File: config.mk
export PLATFORM = sky130hd
export DESIGN_NAME = sws_dp
export DESIGN_NICKNAME = d
export VERILOG_FILES = /design/src/rtl/sws_pkg.sv /design/src/rtl/sws_ram.sv /design/src/rtl/sws_dp.sv
export VERILOG_INCLUDE_DIRS = /design/src /design/src/rtl
export SDC_FILE = /design/constraint.sdc
export NUM_CORES = 2
export LEC_CHECK = 0
export ABC_AREA = 0
export BUFFER_PORTS_ARGS = -buffer_cell sky130_fd_sc_hd__buf_2
export CORE_MARGIN = 2
export CORE_UTILIZATION = 40
export CTS_CLUSTER_DIAMETER = 150
export DETAILED_ROUTE_END_ITERATION = 10
export GPL_TIMING_DRIVEN = 1
export HOLD_SLACK_MARGIN = 0.03
export PLACE_DENSITY_LB_ADDON = 0.15
export REMOVE_ABC_BUFFERS = 1
export SLEW_MARGIN = 25
export SYNTH_ARGS = -nofsm -noshare
export SYNTH_HDL_FRONTEND = slang
export SYNTH_SLANG_ARGS = --single-unit
File: constraint.sdc
create_clock -name clk -period 8.6 [get_ports clk]
set_clock_uncertainty 0.1 [all_clocks]
set_input_delay 0.43 -clock clk [delete_from_list [all_inputs] [get_ports clk]]
set_output_delay 0.43 -clock clk [all_outputs]
set_load 0.005 [all_outputs]
File: src/rtl/stack_with_auxiliary_stack_sort_assert.svh
// Assertion macros shared by the stack-sort RTL.
// Expects a clock named clk and an active-low reset named arst_n in scope.
`ifndef STACK_WITH_AUXILIARY_STACK_SORT_ASSERT_SVH
`define STACK_WITH_AUXILIARY_STACK_SORT_ASSERT_SVH

// Same-cycle implication, disabled while in reset
`define SWS_ASSERT_IMP(label, ante, cons, msg) \
	label: assert property (@(posedge clk) disable iff (!arst_n) (ante) |-> (cons)) \
		else $error(msg);

// Next-cycle implication, disabled while in reset
`define SWS_ASSERT_NXT(label, ante, cons, msg) \
	label: assert property (@(posedge clk) disable iff (!arst_n) (ante) |=> (cons)) \
		else $error(msg);

`endif

File: src/rtl/sws_pkg.sv
// Shared types and constants for the stack with auxiliary-stack sort.
// No dependencies; imported by every module of the block except sws_ram.
package sws_pkg;

	localparam int DATA_W    = 32;
	localparam int DEPTH_DEF = 64;

	// Request operation codes
	typedef enum logic [1:0] {
		OP_PUSH = 2'd0,
		OP_POP  = 2'd1,
		OP_PEEK = 2'd2,
		OP_SORT = 2'd3
	} op_t;

	// Response status codes
	typedef enum logic [1:0] {
		ST_OK    = 2'd0,
		ST_EMPTY = 2'd1,
		ST_FULL  = 2'd2
	} status_t;

	typedef struct packed {
		op_t                      operation;
		logic signed [DATA_W-1:0] value;
	} req_t;

	typedef struct packed {
		logic signed [DATA_W-1:0] top_value;
		status_t                  status;
	} rsp_t;

	// Controller to datapath commands
	typedef struct packed {
		logic    main_we;       // write main stack at its count
		logic    main_wsel_aux; // main write data from aux read data, else request value
		logic    main_inc;
		logic    main_dec;
		logic    main_rd;       // read main top (count - 1)
		logic    aux_we;        // write item onto aux stack
		logic    aux_inc;
		logic    aux_dec;
		logic    aux_rd;
		logic    aux_rd_below;  // read aux at count - 2 instead of count - 1
		logic    item_load;     // capture main read data as the sort item
		logic    item_sel_q;    // compare with held item, else main read data
		logic    res_load;
		logic    res_from_ram;  // result value from main read data, else zero
		status_t res_status;
		logic    out_load;      // hand pending result to the output register
	} sws_cmd_t;

	// Datapath to controller status
	typedef struct packed {
		logic main_empty;
		logic main_full;
		logic aux_empty;
		logic aux_last;
		logic item_lt;
		logic out_free;
	} sws_sts_t;

endpackage

File: src/rtl/sws_ram.sv
// Generic single-write, single-read RAM with registered read data.
// No dependencies.
module sws_ram #(
	parameter int WIDTH = 32,
	parameter int DEPTH = 64
) (
	input  logic                     clk,
	input  logic                     we,
	input  logic [$clog2(DEPTH)-1:0] waddr,
	input  logic [WIDTH-1:0]         wdata,
	input  logic                     re,
	input  logic [$clog2(DEPTH)-1:0] raddr,
	output logic [WIDTH-1:0]         rdata
);

	logic [WIDTH-1:0] mem_q [DEPTH];
	logic [WIDTH-1:0] rdata_q;

	// Write port
	always_ff @(posedge clk) begin
		if (we) begin
			mem_q[waddr] <= wdata;
		end
	end

	// Registered read port, holds its data between reads
	always_ff @(posedge clk) begin
		if (re) begin
			rdata_q <= mem_q[raddr];
		end
	end

	assign rdata = rdata_q;

endmodule

File: src/rtl/sws_dp.sv
// Datapath: main and aux stack memories, counts, sort item, result and output registers.
// Depends on sws_pkg, sws_ram and the assertion macro header.
`include "stack_with_auxiliary_stack_sort_assert.svh"

module sws_dp import sws_pkg::*; #(
	parameter int DEPTH = DEPTH_DEF
) (
	input  logic     clk,
	input  logic     arst_n,
	input  req_t     req,
	input  sws_cmd_t cmd,
	output sws_sts_t sts,
	output logic     rsp_valid,
	input  logic     rsp_ready,
	output rsp_t     rsp
);

	localparam int CW = $clog2(DEPTH + 1);
	localparam int AW = $clog2(DEPTH);

	logic [CW-1:0] main_cnt_q;
	logic [CW-1:0] aux_cnt_q;
	logic [CW-1:0] main_top_idx;
	logic [CW-1:0] aux_rd_idx;
	logic [DATA_W-1:0] main_rdata;
	logic [DATA_W-1:0] aux_rdata;
	logic [DATA_W-1:0] main_wdata;
	logic signed [DATA_W-1:0] item_q;
	logic signed [DATA_W-1:0] item;
	logic signed [DATA_W-1:0] res_top_q;
	status_t res_status_q;
	rsp_t rsp_q;
	logic rsp_valid_q;

	// Address generation
	assign main_top_idx = main_cnt_q - CW'(1);
	assign aux_rd_idx   = cmd.aux_rd_below ? aux_cnt_q - CW'(2) : aux_cnt_q - CW'(1);
	assign main_wdata   = cmd.main_wsel_aux ? aux_rdata : req.value;

	// Item under insertion: fresh from the main stack or held
	assign item = cmd.item_sel_q ? item_q : $signed(main_rdata);

	sws_ram #(.WIDTH(DATA_W), .DEPTH(DEPTH)) u_main_ram (
		.clk   (clk),
		.we    (cmd.main_we),
		.waddr (main_cnt_q[AW-1:0]),
		.wdata (main_wdata),
		.re    (cmd.main_rd),
		.raddr (main_top_idx[AW-1:0]),
		.rdata (main_rdata)
	);

	sws_ram #(.WIDTH(DATA_W), .DEPTH(DEPTH)) u_aux_ram (
		.clk   (clk),
		.we    (cmd.aux_we),
		.waddr (aux_cnt_q[AW-1:0]),
		.wdata (item),
		.re    (cmd.aux_rd),
		.raddr (aux_rd_idx[AW-1:0]),
		.rdata (aux_rdata)
	);

	// Stack counts
	always_ff @(posedge clk or negedge arst_n) begin
		if (!arst_n) begin
			main_cnt_q <= '0;
			aux_cnt_q  <= '0;
		end else begin
			if (cmd.main_inc) begin
				main_cnt_q <= main_cnt_q + CW'(1);
			end else if (cmd.main_dec) begin
				main_cnt_q <= main_cnt_q - CW'(1);
			end
			if (cmd.aux_inc) begin
				aux_cnt_q <= aux_cnt_q + CW'(1);
			end else if (cmd.aux_dec) begin
				aux_cnt_q <= aux_cnt_q - CW'(1);
			end
		end
	end

	// Sort item and pending result
	always_ff @(posedge clk) begin
		if (cmd.item_load) begin
			item_q <= $signed(main_rdata);
		end
		if (cmd.res_load) begin
			res_top_q    <= cmd.res_from_ram ? $signed(main_rdata) : '0;
			res_status_q <= cmd.res_status;
		end
		if (cmd.out_load) begin
			rsp_q.top_value <= res_top_q;
			rsp_q.status    <= res_status_q;
		end
	end

	// Output beat valid
	always_ff @(posedge clk or negedge arst_n) begin
		if (!arst_n) begin
			rsp_valid_q <= 1'b0;
		end else if (cmd.out_load) begin
			rsp_valid_q <= 1'b1;
		end else if (rsp_ready) begin
			rsp_valid_q <= 1'b0;
		end
	end

	assign rsp_valid = rsp_valid_q;
	assign rsp       = rsp_q;

	// Status to the controller
	assign sts.main_empty = (main_cnt_q == '0);
	assign sts.main_full  = (main_cnt_q == CW'(DEPTH));
	assign sts.aux_empty  = (aux_cnt_q == '0);
	assign sts.aux_last   = (aux_cnt_q == CW'(1));
	assign sts.item_lt    = (item < $signed(aux_rdata));
	assign sts.out_free   = !rsp_valid_q || rsp_ready;

	`SWS_ASSERT_IMP(a_main_bound, 1'b1, main_cnt_q <= CW'(DEPTH), "main count beyond depth")
	`SWS_ASSERT_IMP(a_total_bound, 1'b1, ({1'b0, main_cnt_q} + {1'b0, aux_cnt_q}) <= (CW+1)'(DEPTH), "stacks hold more than depth")
	`SWS_ASSERT_NXT(a_out_load, cmd.out_load, rsp_valid_q, "loaded result not presented")

endmodule

After elaboration in Yosys (flattened, before gate mapping)
Memory sizes are Yosys's and may differ from the RTL's. A register that Yosys moved wholly into a read port is not among the register bits.
Cells that the tools add are included.

word-level totals
  bits of input ports = 54
  RAM bits = 4,096
  register bits = 115
  memories kept = 2
  word-level logic and storage cells = 38
  output and inout port bits = 41

memory list
  memory            words  bits a word  read ports  clocked after memory_dff  write ports  line           text
  u_aux_ram.mem_q   64     32           1           1                         1            sws_ram.sv:16  logic [WIDTH-1:0] mem_q [DEPTH];
  u_main_ram.mem_q  64     32           1           1                         1            sws_ram.sv:16

operators by class
  add/subtract/negate cells = 5
  order comparisons = 1
  reduce and logical (&&, ||, !) cells = 7
  muxes and demuxes = 13
  equality and inequality tests = 2

operators with widths
  operator             count
  $mux 32              2
  $lt 32x32->1         1
  $mux 7               4
  $add 7x1->7 const B  2
  $logic_not 7->1      2
  $sub 7x1->7 const B  2
  $eq 7x1->1 const B   1
  $eq 7x7->1 const B   1
  $mux 1               6
  $mux 6               1
  $reduce_bool 2->1    3
  $sub 6x2->6 const B  1
  $logic_not 1->1      1
  $logic_or 1x1->1     1

Logic depth before layout (Yosys ltp)
  depth after elaboration = 3
  gate-level depth with buffers = 17
  gate-level depth less buffers = 8

By module
A second synthesis with hierarchy kept.

unflattened totals
  cells, all modules = 7,087
  area, all modules = 163,513.1 um2

by module, submodules not included
  module   area each (um2)  instances  cells an instance  seq. area each (um2)
  sws_ram  78,835.6         2          3,324              62,459.9
  sws_dp   5,841.9          1          439                3,378.2

Worst setup path before layout
Ideal clock, no wire load.

  kind = register -> register
  start point = reg main_cnt_q[0]
  end point = reg u_main_ram.rdata_q[7], in the netlist u_main_ram.rdata[7] (read register of u_main_ram.mem_q), data pin
  clock period less this slack = 3.995 ns
  arrival time = 3.629 ns
  slack = 4.605 ns
  buffers on the path = 9
  required time = 8.233 ns
  library setup time = 0.267 ns
  cell stages (with the launch flop) = 16
  path through = dfrtp_1 > buf_2 > buf_6 > buf_4 > buf_4 > buf_2 > inv_1 > ha_1 > buf_2 > buf_2 > clkbuf_1 > clkbuf_1 > mux4_2 > mux4_2 > mux2i_1 > a2bb2oi_1

between the ends
  cells in the longest elaborated chain, start to end = 1

ends and longest elaborated chain
  element                   line           text
  start: declaration        sws_dp.sv:21   logic [CW-1:0] main_cnt_q;
  start signal: assignment  sws_dp.sv:70   main_cnt_q <= main_cnt_q + CW'(1);
  start signal: assignment  sws_dp.sv:72   main_cnt_q <= main_cnt_q - CW'(1);
  $sub 7x1->7               --
  end: declaration          sws_ram.sv:17  logic [WIDTH-1:0] rdata_q;

Every way passes these cells.
A chain may end at the register's enable or synchronous reset.

Worst setup path after layout
  start point = reg aux_cnt_q[1]
  end point = reg u_aux_ram.rdata_q[15], in the netlist u_aux_ram.rdata[15] (read register of u_aux_ram.mem_q), data pin

between the ends
  cells in the longest elaborated chain, start to end = 2
  elaborated cells between the ends (all ways) = 3
  those cells by class = add/sub (2); mux (1)

ends and longest elaborated chain
  element                                     line           text
  start: declaration                          sws_dp.sv:22   logic [CW-1:0] aux_cnt_q;
  start signal: assignment                    sws_dp.sv:75   aux_cnt_q <= aux_cnt_q + CW'(1);
  start signal: assignment                    sws_dp.sv:77   aux_cnt_q <= aux_cnt_q - CW'(1);
  $sub 7x1->7 or $sub 6x2->6 (tied branches)  --
  $mux 6 (*)                                  sws_dp.sv:37   assign aux_rd_idx = cmd.aux_rd_below ? aux_cnt_q - CW'(2) : aux_cnt_q - CW'(1);
  end: declaration                            sws_ram.sv:17

Every way passes the cells marked *; elsewhere a longest branch is shown, timed or not.

==> metrics.md <==
| Metric | Value |
|---|---|
| Status | `finished clean` |
| Reg2reg setup slack | `2.84 ns` |
| GP Congestion | `0.841` |
| Crit path buffers/inverters | `3` |
| EDFF count, synth | `4260` |
| Number of vias per cell | `6.14` |
| Placed Area | `191000 µm²` |
| Cells along the critical path | `inv_1 > ha_4 > buf_4 > buf_12 > nor2b_1 > a211oi_1 > a21oi_1 > mux4_2 > o22a_1 > and4b_1` |
| Area occupied by multi-input gates | `51800 µm²` |
| Synth async-reset ratio | `0.00351` |
| Setup CP Type | `reg -> reg` |
| CTS tree | `yes` |
| Hold_ws | `0.289 ns` |
| Largest net degree at the start of global routing | `225` |
| Die extent in x | `680 µm` |
| Initial antenna violation count | `67` |
| Critical path startpoint category | `register` |
| Layout cells sized above 1 | `0.196` |
| GRT Resource Usage Total | `0.233` |
| Worst path max stage delay | `0.90 ns` |
| Hold depth | `4` |
| LEAKAGE | `64.3 nW` |
| CP Capture Type | `register` |
| TritonCTS Sinks | `4275` |
| Worst vdd ir | `0.000464 V` |
| Routed WL per cell | `32.5 µm` |
| DRC viols | `0` |
| Final cell count without fillers | `16.9k` |
| Synth warn | `0` |
| Storage cell area | `128000 µm²` |
| DP HPWL | `302000 µm` |
| Sequential share of the synthesized area | `0.703` |
| Fmax | `174 MHz` |
| Total grt overflow | `0` |
| Crit. Startpoint | `aux_cnt_q[1]` |
| Final instance area | `206000 µm²` |
| Max-slew violation count | `0` |
| Synth cell types | `65` |
| H-Tree Depth | `5` |
| Unrepaired setup endpoints after global routing | `false` |
| Cells after DPL | `16.1k` |
| Drt first pass iters | `9` |
| Slew HR | `0.216` |
| Fill cells | `38.5k` |
| Core footprint | `455000 µm²` |
| Full die area | `462000 µm²` |
| Area delta synth->final | `12.7%` |
| Least-Margin Pin Slew | `1.18 ns` |
| Vias in the first global route | `105k` |
| Family with the most delay on the worst path | `buffers and inverters` |
| Clock transition at path regs | `0.06 ns` |
| Wire length on met2 | `257000 µm` |
| Setup violations, final | `0` |
| Final Hold Violating Endpoints | `0` |
| Post-synth top flop | `edfxtp_1` |
| I/O pin total | `95` |
| Met1 WL | `228000 µm` |
| End point of the critical path | `u_aux_ram.rdata[15]` |
| Slowest CP cell | `ha_4` |
| Setup TNS | `0 ns` |
| Die H | `680 µm` |
| Clk_lat worst skew | `1.00 ns` |
| R2r endpoint | `u_aux_ram.rdata[15]` |
| Avg Cell Area, Syn | `17.4 µm²` |
| Starting DRT DRC Count | `11.5k` |
| Post-Syn Instances | `10.5k` |
| Initial Util | `0.401` |
| Num CTS Buffers | `445` |
| Cell Rows | `248` |
| Pwr per Cell Area | `391 nW/µm²` |
| Clk buf depth | `4` |
| Nets@finish | `10.7k` |
| Clock root buffer | `clkbuf_16` |
| Final Worst Setup Slack | `2.84 ns` |
| DP Worst Slack | `2.93 ns` |
| Min-delay worst type | `in -> reg` |
| Critical Path AT | `6.39 ns` |
| Setup Fix Bufs, Post-CTS | `0` |
| Critical path required time | `9.23 ns` |
| Max FO, Critical Path | `215` |
| # port buffers | `92` |
| Metal3 WL | `44200 µm` |
| Syn Std Cell Area | `183000 µm²` |
| Post-route ant nets | `0` |
| Fin crit share | `0.669` |
| Via Count | `104k` |
| Crit. path cell count | `10` |
| Max-cap violations | `0` |
| Worst-case reg-to-reg path depth | `10` |
| #FFs+latches synth | `4275` |
| Total Wirelength | `550000 µm` |
| Tmin final | `5.76 ns` |
| Top Layer Used | `met5` |
| First-pass GRT wire length | `766000 µm` |
| RR Startpoint | `aux_cnt_q[1]` |
-- metrics by stage --
| step | util | power (mW) |
|---|---|---|
| after floorplan | - | 44.8 |
| after global placement | 0.420 | 61.2 |
| after detailed placement | 0.420 | 61.9 |
| after CTS | 0.451 | 80.8 |
| after global routing | 0.452 | 83.6 |
| final | 0.452 | 80.5 |
-- report_power, final --
part,switching [mW],leakage [nW],internal [mW]
sequential,0.698,38.6,26.4
clock,8.06,6.94,10.8
combinational,22.1,18.8,12.4
total,30.9,64.3,49.6
-- cell type report --
class,instances,area share
diodes,15,0.000183
well taps,6000,0.0365
flip-flops and latches,4275,0.624
clock inverters,289,0.0131
multi-input cells,5345,0.252
repair buffers,449,0.0177
clock buffers,531,0.0562
inverters,42,0.000773
-- worst min-delay path, stage by stage --
cell and delay [ns]:
buf_2 0.14, nand3_1 0.09, buf_4 0.30, nor2_4 0.19
-- repair_timing --
item,4_1_cts,5_1_grt
endpoints found under the hold margin,170,0
resized for setup,0,0
hold buffers,21,0
-- placed cells by master, fill, tap and decap left out, types with 216 or more instances in the layout --
cell	n
o22ai_1	736
a211oi_1	613
clkbuf_16	449
buf_4	298
a21oi_1	592
nor2b_1	579
mux4_2	849
edfxtp_1	4260
mux2i_1	880
nor2_1	216
-- synthesized netlist by cell type (28+ instances only) --
cell	n	area share
mux2i_1	882	0.048
buf_1	100	0.0021
and2_1	56	0.0019
o22a_1	45	0.0022
a211oi_1	618	0.025
nand3_1	28	0.00077
nand2_1	68	0.0014
inv_1	41	0.00084
buf_4	57	0.0023
nor2b_1	579	0.020
edfxtp_1	4260	0.70
clkbuf_1	422	0.0087
ha_1	42	0.0029
o21ai_0	54	0.0015
buf_2	209	0.0057
a21oi_1	592	0.016
o22ai_1	738	0.025
mux4_2	849	0.10
mux2_2	69	0.0043
nor2_1	344	0.0071
nor3_1	144	0.0039
-- metal layers --
metal  GRT usage  vias to the layer above
li1            -                    43443
met1       0.319                    55479
met2       0.373                     4252
met3      0.0434                      887
met4      0.0816                       30
met5           0                        -
-- state kept, by name (all words and copies together) (netlist names) --
name              count
u_aux_ram.mem_q    2048
main_cnt_q            7
u_aux_ram.rdata      32
u_main_ram.rdata     32
rsp_valid             1
aux_cnt_q             7
item_q               32
u_main_ram.mem_q   2048
rsp                  34
res_status_q          2
res_top_q            32
-- cell families after synthesis --
| kind of cell | synth area share |
|---|---|
| AO/OA/AOI/OAI | 0.0765 |
| XOR/XNOR | 0.00149 |
| adder cells (fa/ha/maj) | 0.00288 |
| buffers and inverters | 0.0204 |
| flip-flops | 0.703 |
| multiplexers | 0.157 |
| AND/OR/NAND/NOR | 0.0385 |
-- worst min path at each step --
| stage | from | to | slack, ns |
|---|---|---|---|
| after global routing | cmd[11] | u_aux_ram.mem_q[11][11] | 0.26 |
| after CTS | cmd[11] | u_aux_ram.mem_q[11][11] | 0.19 |
| final | cmd[11] | u_aux_ram.mem_q[11][11] | 0.29 |
| after detailed placement | res_top_q[24] | rsp[26] | 0.31 |
| after global placement | res_status_q[1] | rsp[1] | 0.30 |
| after floorplan | arst_n | aux_cnt_q[0] | 0.03 |
(Power assumes the default switching activity.)
