File: src/rtl/stack_with_auxiliary_stack_sort_assert.svh
// Assertion macros shared by the stack-sort RTL.
// Expects a clock named clk and an active-low reset named arst_n in scope.
`ifndef STACK_WITH_AUXILIARY_STACK_SORT_ASSERT_SVH
`define STACK_WITH_AUXILIARY_STACK_SORT_ASSERT_SVH

// Same-cycle implication, disabled while in reset
`define SWS_ASSERT_IMP(label, ante, cons, msg) \
	label: assert property (@(posedge clk) disable iff (!arst_n) (ante) |-> (cons)) \
		else $error(msg);

// Next-cycle implication, disabled while in reset
`define SWS_ASSERT_NXT(label, ante, cons, msg) \
	label: assert property (@(posedge clk) disable iff (!arst_n) (ante) |=> (cons)) \
		else $error(msg);

`endif

File: src/rtl/sws_pkg.sv
// Shared types and constants for the stack with auxiliary-stack sort.
// No dependencies; imported by every module of the block except sws_ram.
package sws_pkg;

	localparam int DATA_W    = 32;
	localparam int DEPTH_DEF = 64;

	// Request operation codes
	typedef enum logic [1:0] {
		OP_PUSH = 2'd0,
		OP_POP  = 2'd1,
		OP_PEEK = 2'd2,
		OP_SORT = 2'd3
	} op_t;

	// Response status codes
	typedef enum logic [1:0] {
		ST_OK    = 2'd0,
		ST_EMPTY = 2'd1,
		ST_FULL  = 2'd2
	} status_t;

	typedef struct packed {
		op_t                      operation;
		logic signed [DATA_W-1:0] value;
	} req_t;

	typedef struct packed {
		logic signed [DATA_W-1:0] top_value;
		status_t                  status;
	} rsp_t;

	// Controller to datapath commands
	typedef struct packed {
		logic    main_we;       // write main stack at its count
		logic    main_wsel_aux; // main write data from aux read data, else request value
		logic    main_inc;
		logic    main_dec;
		logic    main_rd;       // read main top (count - 1)
		logic    aux_we;        // write item onto aux stack
		logic    aux_inc;
		logic    aux_dec;
		logic    aux_rd;
		logic    aux_rd_below;  // read aux at count - 2 instead of count - 1
		logic    item_load;     // capture main read data as the sort item
		logic    item_sel_q;    // compare with held item, else main read data
		logic    res_load;
		logic    res_from_ram;  // result value from main read data, else zero
		status_t res_status;
		logic    out_load;      // hand pending result to the output register
	} sws_cmd_t;

	// Datapath to controller status
	typedef struct packed {
		logic main_empty;
		logic main_full;
		logic aux_empty;
		logic aux_last;
		logic item_lt;
		logic out_free;
	} sws_sts_t;

endpackage

File: src/rtl/sws_ctrl.sv
// Controller: sequences push, pop, peek and the auxiliary-stack sort.
// Depends on sws_pkg and the assertion macro header.
`include "stack_with_auxiliary_stack_sort_assert.svh"

module sws_ctrl import sws_pkg::*; (
	input  logic     clk,
	input  logic     arst_n,
	input  logic     req_valid,
	output logic     req_ready,
	input  op_t      operation,
	input  sws_sts_t sts,
	output sws_cmd_t cmd
);

	typedef enum logic [2:0] {
		IDLE,
		RD,
		RESP,
		S_POP,
		S_ITEM,
		S_CMP,
		S_BACK
	} state_t;

	state_t state_q;
	state_t state_d;

	// Next state and commands
	always_comb begin
		state_d   = state_q;
		cmd       = '0;
		req_ready = 1'b0;
		case (state_q)
			IDLE: begin
				req_ready = 1'b1;
				if (req_valid) begin
					case (operation)
						OP_PUSH: begin
							cmd.res_load = 1'b1;
							if (sts.main_full) begin
								cmd.res_status = ST_FULL;
							end else begin
								cmd.res_status = ST_OK;
								cmd.main_we    = 1'b1;
								cmd.main_inc   = 1'b1;
							end
							state_d = RESP;
						end
						OP_POP, OP_PEEK: begin
							if (sts.main_empty) begin
								cmd.res_load   = 1'b1;
								cmd.res_status = ST_EMPTY;
								state_d        = RESP;
							end else begin
								cmd.main_rd  = 1'b1;
								cmd.main_dec = (operation == OP_POP);
								state_d      = RD;
							end
						end
						OP_SORT: begin
							state_d = S_POP;
						end
						default: begin
							state_d = IDLE;
						end
					endcase
				end
			end
			RD: begin
				cmd.res_load     = 1'b1;
				cmd.res_from_ram = 1'b1;
				cmd.res_status   = ST_OK;
				state_d          = RESP;
			end
			RESP: begin
				if (sts.out_free) begin
					cmd.out_load = 1'b1;
					state_d      = IDLE;
				end
			end
			// take the next item off the main stack, start the return, or finish when both stacks are empty
			S_POP: begin
				if (!sts.main_empty) begin
					cmd.main_rd  = 1'b1;
					cmd.main_dec = 1'b1;
					cmd.aux_rd   = 1'b1;
					state_d      = S_ITEM;
				end else if (!sts.aux_empty) begin
					cmd.aux_rd = 1'b1;
					state_d    = S_BACK;
				end else begin
					cmd.res_load   = 1'b1;
					cmd.res_status = ST_OK;
					state_d        = RESP;
				end
			end
			// larger aux tops go back to main, else the item lands on aux
			S_ITEM, S_CMP: begin
				cmd.item_load  = (state_q == S_ITEM);
				cmd.item_sel_q = (state_q == S_CMP);
				if (!sts.aux_empty && sts.item_lt) begin
					cmd.main_we       = 1'b1;
					cmd.main_wsel_aux = 1'b1;
					cmd.main_inc      = 1'b1;
					cmd.aux_dec       = 1'b1;
					cmd.aux_rd        = 1'b1;
					cmd.aux_rd_below  = 1'b1;
					state_d           = S_CMP;
				end else begin
					cmd.aux_we  = 1'b1;
					cmd.aux_inc = 1'b1;
					state_d     = S_POP;
				end
			end
			// move the whole aux stack back onto main
			S_BACK: begin
				cmd.main_we       = 1'b1;
				cmd.main_wsel_aux = 1'b1;
				cmd.main_inc      = 1'b1;
				cmd.aux_dec       = 1'b1;
				if (sts.aux_last) begin
					cmd.res_load   = 1'b1;
					cmd.res_status = ST_OK;
					state_d        = RESP;
				end else begin
					cmd.aux_rd       = 1'b1;
					cmd.aux_rd_below = 1'b1;
				end
			end
			default: begin
				state_d = IDLE;
			end
		endcase
	end

	// State register
	always_ff @(posedge clk or negedge arst_n) begin
		if (!arst_n) begin
			state_q <= IDLE;
		end else begin
			state_q <= state_d;
		end
	end

	`SWS_ASSERT_IMP(a_aux_idle_empty, state_q == IDLE, sts.aux_empty, "aux stack not empty when idle")
	`SWS_ASSERT_IMP(a_out_free, cmd.out_load, sts.out_free, "output overwritten before taken")
	`SWS_ASSERT_IMP(a_no_full_push, cmd.main_we && !cmd.main_wsel_aux, !sts.main_full, "push written onto full stack")

endmodule

File: config.mk
export PLATFORM = sky130hd
export DESIGN_NAME = sws_ctrl
export DESIGN_NICKNAME = d
export VERILOG_FILES = /design/src/rtl/sws_pkg.sv /design/src/rtl/sws_ctrl.sv
export VERILOG_INCLUDE_DIRS = /design/src /design/src/rtl
export SDC_FILE = /design/constraint.sdc
export NUM_CORES = 1
export LEC_CHECK = 0
export BUFFER_PORTS_ARGS = -buffer_cell sky130_fd_sc_hd__buf_2
export CORE_AREA = 2 2 39 41
export DETAILED_ROUTE_END_ITERATION = 12
export DIE_AREA = 0 0 41 43
export PLACE_DENSITY = 0.66
export SLEW_MARGIN = 10
export SYNTH_ARGS = -nofsm -noshare
export SYNTH_HDL_FRONTEND = slang
export SYNTH_SLANG_ARGS = --single-unit
File: constraint.sdc
create_clock -name clk -period 3.4 [get_ports clk]
set_input_delay 0.68 -clock clk [delete_from_list [all_inputs] [get_ports clk]]
set_output_delay 0.68 -clock clk [all_outputs]
set_load 0.02 [all_outputs]
## Word-level counts from Yosys, hierarchy flattened

Index checks and enable logic that the tools add are counted.
W data, S select, Z words.

| word-level totals | value |
|---|---|
| RAM bits | 0 |
| memory bits (read-only) | 0 |
| input bits | 11 |
| output and inout port bits | 18 |
| register bits | 3 |
| logic and storage cells | 66 |
| latch bits | 0 |
| memories kept | 0 |

| operators by class | value |
|---|---|
| bitwise operators | 0 |
| divide/modulo/power cells | 0 |
| eq/ne operators | 12 |
| shifts and indexed selects | 0 |
| reductions and logical operators | 7 |
| add/sub/neg operators | 0 |
| multiply operators | 0 |
| $lt $le $gt $ge | 0 |
| muxes and demuxes | 46 |

Operators by type and width:

| cell | count |
|---|---|
| $mux W3 | 8 |
| $mux W2 | 11 |
| $pmux W3 S6 | 1 |
| $mux W1 | 15 |
| $eq A3 B3 Y1 const B | 3 |
| $pmux W1 S3 | 3 |
| $pmux W3 S3 | 1 |
| $pmux W1 S2 | 4 |
| $pmux W2 S2 | 2 |
| $eq A3 B2 Y1 const B | 2 |
| $ne A2 B2 Y1 const B | 3 |
| $eq A2 B2 Y1 const B | 2 |
| $pmux W1 S4 | 1 |
| $reduce_or A2 Y1 | 2 |
| $eq A3 B1 Y1 const B | 1 |
| $logic_not A3 Y1 | 1 |
| $reduce_and A3 Y1 | 1 |
| $eq A2 B1 Y1 const B | 1 |
| $logic_not A2 Y1 | 1 |
| $logic_and A1 B1 Y1 | 1 |
| $logic_not A1 Y1 | 1 |

## Logic depth before layout (Yosys ltp)

Gate-level depths: netlist of the first run.

| depth | value |
|---|---|
| depth in word-level cells | 5 |
| depth in mapped cells | 6 |
| gate-level depth less buffers | 6 |

## Least setup slack after synthesis of the first run

Ideal clock, no wire load.

| timing path | value |
|---|---|
| path kind | input to output |
| from | in sts[3] (netlist bit) |
| to | out cmd[16] (netlist bit) |
| path buffers | 1 |
| required time | 2.720 ns |
| data arrival time | 1.721 ns |
| setup slack | 0.999 ns |
| cell stages on the path | 5 |
| cell sequence | nand2b_1 > nor2_1 > o21a_1 > o21bai_1 > buf_4 |

RTL lines:

| element | RTL line | RTL |
|---|---|---|
| start: declaration | sws_ctrl.sv:11 | `input sws_sts_t sts,` |
| end: declaration | sws_ctrl.sv:12 | `output sws_cmd_t cmd` |

==> key figures, run 1 <==
Placed design
  – Hpwl dp: 937 um
  – PortBufs: 28
  – Global placer's final weighted congestion: 0.698

Yosys
  – YS warnings: 0
  – #FFs+latches synth: 3
  – Ranking of synthesized cells by area: dfrtp_1 16%, ha_1 10%, nor2_1 7.0%, nand2b_1 6.5%, buf_4 4.7%
  – Synth area leader: dfrtp_1
  – Cell count after synthesis: 69
  – Netlist area before placement: 479 sq um
  – Post-Syn Nets: 84
  – Ys flop type: dfrtp_1
  – Synth top area share: 15.7%
  – Synth async-reset ratio: 100%
  – Number of library cell types mapped by synthesis: 26
  – Sequential fraction of the synthesis area: 15.7%
  – EDFF count, synth: 0
  – Mean Syn Cell Area: 6.95 sq um

Setup path
  – Slowest library cell on the worst path: dfrtp_1
  – Worst stage delay on the critical path: 0.50 ns
  – CP startpoint kind: register
  – Cell family contributing the most delay on the critical path: simple AND/OR/NAND/NOR gates
  – Req. time, crit path: 2.72 ns
  – Reg2Reg Depth: 4
  – R2r endpoint: state_q[1]$_DFFE_PN0P_
  – CP Class: reg -> out
  – Crit-path max FO: 12
  – Worst Path Arrival: 1.75 ns
  – CP endpoint kind: output port
  – R2R Path Start: state_q[1]$_DFFE_PN0P_
  – Critical path cell sequence: nand2b_1 > nor3_1 > nand2_1 > o21bai_1 > buf_2
  – WP buf/inv: 1
  – Reg-to-reg slack, setup: 1.91 ns

Pwr
  – Sw power: 0.170 mW
  – P_int: 0.170 mW
  – Sw Ratio: 50.0%
  – Clk pwr share: 18.4%
  – Leakage power: 0.347 nW
  – Comb pwr share: 57.4%
  – Peak supply drop: 0.238 mV
  – Reg power frac: 24.2%
  – Pwr/cell area: 546 mW/mm^2

Clock tree
  – CTS Sinks: 3
  – Root Buffer Master: clkbuf_4
  – CTS buffer count: 3
  – Clk buf depth: 2
  – Setup Fix Bufs, Post-CTS: 0
  – Htree depth: 1
  – Worst-Skew Late Latency: 0.23 ns
  – Post-CTS Resized: 0
  – CTS tree: built
  – Worst-path clk slew: 0.04 ns
  – # hold bufs at CTS: 0

Finish
  – Sequential cell area: 75.1 sq um
  – ANT cells: 0
  – Area of the multi-input gates: 343 sq um
  – Layout cells sized above 1: 35.1%
  – Most frequent cells in the layout: 28 x buf_2, 9 x nor2_1, 5 x inv_1, 5 x nand2b_1, 5 x nand2_1
  – Area delta synth->final: 30.0%
  – Layout fillers: 162
  – Finished Core Util: 45.0%
  – Post-layout nets: 110
  – Max FFs per register: 3
  – Largest registers: state_q (3)
  – Most common cell after layout, fill and taps aside: buf_2
  – Largest Register: state_q

Global routing
  – Global-route wire length before repair: 1860 um
  – Initial antenna violation count: 0
  – Largest net degree at the start of global routing: 19
  – Vias in the first global route: 468
  – GRT Util Overall: 15.3%
  – GRT Residual Overflow: 0

Drt
  – DR pass1 iterations: 4
  – ANT nets after route: 0
  – Drt via density: 5.12
  – First DRT Iteration DRCs: 12
  – Routed Wire Length: 1190 um
  – DR vias: 563
  – # DRC: 0
  – WL per Instance: 10.8 um

Floorplan
  – Die Y: 43 um
  – # rows: 14
  – Core area: 0.00138 sq mm
  – Die ar.: 0.00176 sq mm
  – Initial Utilization: 34.6%
  – Top-Level Pins: 29
  – Die X: 41 um

Timing
  – Fmax: 412 MHz
  – Worst slew margin: 62.2%
  – Setup_tns: 0 ns
  – Crit share post-route: 71.4%
  – RSZ-0062 raised after global routing: false
  – Pins Over Slew Limit: 0
  – Final Hold Vio Count: 0
  – Slew @ Worst Pin: 0.567 ns
  – Min cycle time layout: 2.43 ns
  – Count of final setup violators: 0
  – Setup Skew: 0.00226 ns

Min path
  – Worst Hold Class: in -> async

Run status
  – Status: completed

Flow run
  – Number of max-cap violations: 0
[how the worst max path moves through the flow]
stage,startpoint,slack (ns),cells past startpoint,to
final,state_q[0]$_DFFE_PN0P_,0.97,5,cmd[14]
after global placement,operation[0],1.02,8,cmd[4]
after floorplan,sts[3],1.0,5,cmd[16]
after global routing,state_q[0]$_DFFE_PN0P_,0.79,5,cmd[2]
after detailed placement,operation[0],0.98,8,cmd[4]
after CTS,operation[0],0.97,8,cmd[4]
[routing by layer]
metal	GRT usage, %	vias up	part of all wire [%]
met5	0	-	0
met4	8.00	0	0
met3	3.14	0	5.7
met2	22.8	18	49
met1	19.9	259	45
li1	-	286	-
[cells in the mapped netlist (2+ instances only)]
library cell,number
o21a_1,2
nand2b_1,5
inv_1,5
buf_4,3
buf_2,4
nor2_1,9
dfrtp_1,3
o21bai_1,3
ha_1,4
o21ai_0,2
nor2b_1,2
nor3_1,4
a21oi_1,4
nand2_1,5
a21o_1,2
a22oi_1,2
[final cells by class]
cell class | count | area share, %
Multi-Input combinational cell | 54 | 55.0
Timing Repair Buffer | 28 | 22.5
Sequential cell | 3 | 12.0
Clock buffer | 4 | 4.22
Tap cell | 16 | 3.21
Inverter | 5 | 3.01
[cells by family after synthesis]
group           share of synthesized area (%)
simple gates                             32.1
compound gates                           27.2
buf+inv                                  12.8
fa+ha+maj                                10.4
flops                                    15.7
xor+xnor                                 1.83
[power groups by stage]
stage	Clock, mW	Sequential, mW	Combinational, mW
2_1_floorplan	0	0.0532	0.177
3_3_place_gp	0	0.0820	0.196
3_5_place_dp	0	0.0820	0.197
4_1_cts	0.0669	0.0815	0.197
5_1_grt	0.0678	0.0882	0.216
6_report	0.0626	0.0824	0.195
[per-stage QoR]
| stage | worst slack (ns) | area (sq um) | hold WS (ns) | instances | power (mW) |
|---|---|---|---|---|---|
| after global routing | 0.786 | 623 | 0.225 | 110 | 0.372 |
| after floorplan | 0.999 | 479 | 0.384 | 69 | 0.230 |
| final | 0.971 | 623 | 0.233 | 110 | 0.340 |
| after global placement | 1.02 | 597 | 0.477 | 106 | 0.278 |
| after detailed placement | 0.980 | 597 | 0.478 | 106 | 0.279 |
| after CTS | 0.974 | 623 | 0.222 | 110 | 0.346 |
(Power assumes the default switching activity.)
==> run 2, diff against run 1 <==
- clock period: 3.4 -> 2.5 ns (I/O delays scaled with it)
==> run 2 against run 1 <==
Non-clock buffer count is 1 higher. Design area increased by 1.2%. Cell count increased by 0.91%. Clock skew down 0.0015 ns. Sequential share of layout area decreased by 0.14 points.
==> key figures, run 2 (synthesis results as in run 1) <==
Run status
  – Status: completed

Setup path
  – Crit-path max FO: 12 (unchanged)
  – CP startpoint kind: register
  – Reg-to-reg slack, setup: 1.04 ns (-0.87 ns)
  – Worst stage delay on the critical path: 0.49 ns (about the same)
  – Worst Path Arrival: 1.76 ns (about the same)
  – CP Class: reg -> out
  – R2r endpoint: state_q[1]$_DFFE_PN0P_
  – Slowest library cell on the worst path: dfrtp_1
  – Critical path cell sequence: nand2b_1 > nor3_1 > nand2_1 > o21bai_1 > buf_2
  – Reg2Reg Depth: 4 (unchanged)
  – CP endpoint kind: output port
  – R2R Path Start: state_q[1]$_DFFE_PN0P_
  – Req. time, crit path: 2.00 ns (-0.72 ns)

Finish
  – Max FFs per register: 3 (unchanged)
  – Most common cell after layout, fill and taps aside: buf_2
  – Largest registers: state_q (3)
  – Layout cells sized above 1: 35.8% (+0.68 points)
  – ANT cells: 0 (unchanged)
  – Most frequent cells in the layout: 28 x buf_2, 9 x nor2_1, 5 x inv_1, 5 x nand2b_1, 5 x nand2_1
  – Finished Layout Cells: 111 (+0.91%)
  – Post-layout nets: 111 (+0.91%)
  – Area delta synth->final: 31.6%
  – Largest Register: state_q

Clock tree
  – Post-CTS Resized: 0 (unchanged)
  – Worst-Skew Late Latency: 0.23 ns (about the same)
  – Setup Fix Bufs, Post-CTS: 0 (unchanged)
  – # hold bufs at CTS: 0 (unchanged)
  – Worst-path clk slew: 0.04 ns (about the same)
  – CTS tree: built
  – Htree depth: 1 (unchanged)
  – Clk buf depth: 2 (unchanged)
  – CTS buffer count: 3 (unchanged)
  – Root Buffer Master: clkbuf_4
  – CTS Sinks: 3 (unchanged)

Timing
  – Setup Skew: 0.000753 ns (-0.00151 ns)
  – Final Hold Vio Count: 0 (unchanged)
  – Worst slew margin: 71.1% (+8.9 points)
  – Count of final setup violators: 0 (unchanged)
  – Pins Over Slew Limit: 0 (unchanged)
  – Slew @ Worst Pin: 0.433 ns (-0.134 ns)
  – Fmax: 443 MHz
  – Slack of the critical path: 0.240 ns (-0.731 ns)
  – Min cycle time layout: 2.26 ns
  – RSZ-0062 raised after global routing: false
  – Setup_tns: 0 ns (unchanged)
  – Crit share post-route: 90.4%
  – Fin Hold WS: 0.0560 ns (-0.177 ns)

Pwr
  – Leakage power: 0.353 nW (+1.6%)
  – Pwr/cell area: 741 mW/mm^2 (+36%)
  – Peak supply drop: 0.290 mV (+22%)
  – Total power: 0.467 mW (+37%)

Drt
  – DR pass1 iterations: 4 (unchanged)
  – Highest metal used: met3
  – DR vias: 561 (-0.36%)
  – Drt via density: 5.05 (-1.3%)
  – WL per Instance: 10.5 um (-2.7%)
  – WL met2: 573 um (-1.9%)
  – Routed Wire Length: 1170 um (-1.8%)
  – Wire length on met1: 509 um (-4.9%)
  – ANT nets after route: 0 (unchanged)
  – WL met3: 85 um (+25%)
  – First DRT Iteration DRCs: 17 (+5)
  – # DRC: 0 (unchanged)

Global routing
  – GRT Residual Overflow: 0 (unchanged)
  – Largest net degree at the start of global routing: 16 (-3)
  – Global-route wire length before repair: 1770 um (-4.8%)
  – Initial antenna violation count: 0 (unchanged)
  – GRT Util Overall: 14.5% (-0.87 points)
  – Vias in the first global route: 447 (-4.5%)

Min path
  – Worst Hold Class: in -> async

Floorplan
  – Die ar.: 0.00176 sq mm (unchanged)
  – # rows: 14 (unchanged)
  – Core area: 0.00138 sq mm (unchanged)
  – Die Y: 43 um (unchanged)
  – Top-Level Pins: 29 (unchanged)
  – Die X: 41 um (unchanged)
  – Initial Utilization: 34.6% (unchanged)

Flow run
  – Number of max-cap violations: 0 (unchanged)

Placed design
  – PortBufs: 28 (unchanged)
  – Global placer's final weighted congestion: 0.697 (-0.19%)
  – Pre-CTS setup slack: 0.461 ns (-0.519 ns)
  – Placed Cells: 107 (+0.94%)
  – Hpwl dp: 934 um (-0.27%)
## run 2: cell count changes in the layout (fill, tap and decap cells not counted), sizes merged
cell	before	now
buf	28	29
## run 2: worst max-delay path by stage
stage / endpoint / slack (ns) / cells past startpoint / startpoint
4_1_cts: cmd[2] / 0.26 / 5 / state_q[0]$_DFFE_PN0P_
5_1_grt: cmd[2] / 0.07 / 5 / state_q[0]$_DFFE_PN0P_
3_5_place_dp: cmd[4] / 0.46 / 8 / operation[0]
3_3_place_gp: cmd[4] / 0.48 / 8 / operation[0]
2_1_floorplan: cmd[16] / 0.46 / 5 / sts[3]
6_report: cmd[14] / 0.24 / 5 / state_q[0]$_DFFE_PN0P_
## run 2: per-stage QoR
step	util (%)	cell area, sq um
after CTS	45.6	631
after detailed placement	43.7	604
after global placement	43.7	604
after global routing	45.6	631
final	45.6	631
after floorplan	-	479
## run 2: per-layer routing
layer / vias to the layer above / track usage, %
li1: 290 / -
met1: 249 / 18.7
met2: 22 / 22.2
met3: 0 / 3.14
met4: 0 / 6.00
met5: - / 0
## run 2: power by group
group / switching [mW] / internal (mW) / total, mW
registers: 0.0432 / 0.0617 / 0.105
logic: 0.165 / 0.113 / 0.278
clock network: 0.0249 / 0.0598 / 0.0847
## run 2: critical path: cells and delay by family (launching register included)
kind | cells | cell delay, ns
buffers and inverters | 1 | 0.19
DFF | 1 | 0.49
and+or+nand+nor | 3 | 0.67
AOI/OAI and AO/OA | 1 | 0.17
## run 2: final cells by class
type                    instances  area (sq um)
fillers                       154           753
multi-input cells              54           343
repair buffers                 29           148
clock buffers                   4          26.3
flip-flops and latches          3          75.1
inverters                       5          18.8
well taps                      16          20.0
==> run 3, diff against run 2 <==
- CELL_PAD_IN_SITES_DETAIL_PLACEMENT: not set -> 1
- CELL_PAD_IN_SITES_GLOBAL_PLACEMENT: not set -> 2
- CORE_AREA: 2 2 39 41 -> 2 2 67 43
- DIE_AREA: 0 0 41 43 -> 0 0 69 45
- PLACE_DENSITY: 0.66 -> 0.79
==> run 3 against run 2 <==
Non-clock buffer count rose by 1. Die area rose by 76%. Design area rose by 7.3%. Critical path depth fell by 1. Worst setup slack improved by 0.10 ns. Clock skew rose by 0.0014 ns. Cell count rose by 15%. Register-to-register slack got worse by 0.12 ns. Critical endpoint is now cmd[2].
==> key figures, run 3 (synthesis results as in run 1) <==
Run status
  – Status: completed

Pwr
  – Total power: 0.539 mW (+15%)
  – Pwr/cell area: 796 mW/mm^2 (+7.4%)
  – Leakage power: 0.366 nW (+3.7%)
  – Peak supply drop: 0.245 mV (-16%)

Min path
  – Worst Hold Class: in -> async

Clock tree
  – Setup Fix Bufs, Post-CTS: 0 (unchanged)
  – Root Buffer Master: clkbuf_8
  – Htree depth: 1 (unchanged)
  – Worst-path clk slew: 0.03 ns (about the same)
  – Worst-Skew Late Latency: 0.21 ns (-0.02 ns)
  – CTS buffer count: 3 (unchanged)
  – Clk buf depth: 2 (unchanged)
  – CTS Sinks: 3 (unchanged)
  – CTS tree: built
  – # hold bufs at CTS: 0 (unchanged)
  – Post-CTS Resized: 0 (unchanged)

Timing
  – RSZ-0062 raised after global routing: false
  – Min cycle time layout: 2.16 ns (-0.101 ns)
  – Worst slew margin: 67.8% (-3.3 points)
  – Fmax: 463 MHz (+4.7%)
  – Slew @ Worst Pin: 0.483 ns (+0.0498 ns)
  – Pins Over Slew Limit: 0 (unchanged)
  – Final Hold Vio Count: 0 (unchanged)
  – Count of final setup violators: 0 (unchanged)
  – Setup_tns: 0 ns (unchanged)
  – Setup Skew: 0.00217 ns (+0.00142 ns)
  – Crit share post-route: 86.3% (-4.0 points)

Finish
  – Most frequent cells in the layout: 28 x buf_2, 9 x nor2_1, 5 x inv_1, 5 x nand2b_1, 5 x nand2_1
  – Most common cell after layout, fill and taps aside: buf_2
  – ANT cells: 0 (unchanged)
  – Layout cells sized above 1: 36.5% (+0.67 points)
  – Max FFs per register: 3 (unchanged)
  – Area delta synth->final: 41.3%
  – Sequential cell area: 75.1 sq um (unchanged)
  – Largest registers: state_q (3)
  – Post-layout nets: 112 (+0.90%)
  – Largest Register: state_q
  – Finished Core Util: 27.6% (-18 points)
  – Area of the multi-input gates: 343 sq um (unchanged)
  – Layout fillers: 313 (+100%)
  – Design area: 677 sq um (+7.3%)

Setup path
  – CP Class: reg -> out
  – Crit-path max FO: 15 (+3)
  – Reg2Reg Depth: 4 (unchanged)
  – R2R Path Start: state_q[1]$_DFFE_PN0P_
  – CP endpoint kind: output port
  – Worst Path Arrival: 1.66 ns (-0.10 ns)
  – R2r endpoint: state_q[1]$_DFFE_PN0P_
  – Reg-to-reg slack, setup: 0.92 ns (-0.12 ns)
  – CP startpoint kind: register
  – Req. time, crit path: 2.00 ns (about the same)

Global routing
  – Largest net degree at the start of global routing: 16 (unchanged)
  – Global-route wire length before repair: 2420 um (+36%)
  – GRT Util Overall: 9.83% (-4.6 points)
  – Initial antenna violation count: 0 (unchanged)
  – GRT Residual Overflow: 0 (unchanged)
  – Vias in the first global route: 542 (+21%)

Floorplan
  – Core area: 0.00245 sq mm (+77%)
  – Initial Utilization: 19.5% (-15 points)
  – # rows: 14 (unchanged)
  – Die Y: 45 um (+4.7%)
  – Die ar.: 0.00311 sq mm (+76%)
  – Die X: 69 um (+68%)
  – Top-Level Pins: 29 (unchanged)

Drt
  – ANT nets after route: 0 (unchanged)
  – WL per Instance: 11.9 um (+13%)
  – DR vias: 557 (-0.71%)
  – DR pass1 iterations: 4 (unchanged)
  – # DRC: 0 (unchanged)
  – Drt via density: 4.35 (-14%)
  – Routed Wire Length: 1520 um (+31%)
  – First DRT Iteration DRCs: 37 (+20)

Placed design
  – DP Area: 632 sq um (+4.6%)
  – Global placer's final weighted congestion: 0.765 (+9.7%)
  – PortBufs: 28 (unchanged)
  – Hpwl dp: 1240 um (+33%)

Flow run
  – Number of max-cap violations: 0 (unchanged)
## run 3: how the worst max path moves through the flow
stage	startpoint	end	slack, ns	cells after the start
after floorplan	sts[3]	cmd[16]	0.46	5
after global placement	operation[0]	cmd[4]	0.46	8
after detailed placement	operation[0]	cmd[4]	0.43	8
after CTS	state_q[1]$_DFFE_PN0P_	cmd[2]	0.33	4
after global routing	state_q[1]$_DFFE_PN0P_	cmd[14]	0.20	4
final	state_q[1]$_DFFE_PN0P_	cmd[2]	0.34	4
## run 3: where the power goes
group / internal, mW / switching [mW] / leakage, nW / total [mW]
logic: 0.118 / 0.179 / 0.303 / 0.297
clock network: 0.109 / 0.0315 / 0.0228 / 0.140
registers: 0.0618 / 0.0396 / 0.0399 / 0.101
total: 0.288 / 0.250 / 0.366 / 0.539
## run 3: cell type report
class | count | area share (%)
tap | 32 | 5.91
inverter | 5 | 2.77
clock buffer | 4 | 6.65
sequential | 3 | 11.1
multi-input combinational | 54 | 50.6
timing repair buffer | 30 | 22.9
## run 3: worst max-delay path, stage by stage, from the launching register on
cell,delay [ns]
dfrtp_1,0.54
nor3_1,0.40
nand2_1,0.13
nor3b_1,0.18
buf_2,0.19
## run 3: layer usage
layer / global-route usage [%] / wire [um] / share of wire [%] / vias to the layer above
li1: - / - / - / 289
met1: 12.4 / 769 / 50 / 259
met2: 16.3 / 685 / 45 / 9
met3: 2.90 / 70 / 4.6 / 0
met4: 3.53 / 0 / 0 / 0
met5: 0 / 0 / 0 / -
## run 3: metrics by stage
stage               instances  hold slack [ns]  worst slack, ns
floorplan                  69            0.204            0.459
global placement          124            0.299            0.463
detailed placement        124            0.299            0.431
CTS                       128           0.0718            0.334
global route              128           0.0734            0.201
finish                    128           0.0747            0.342
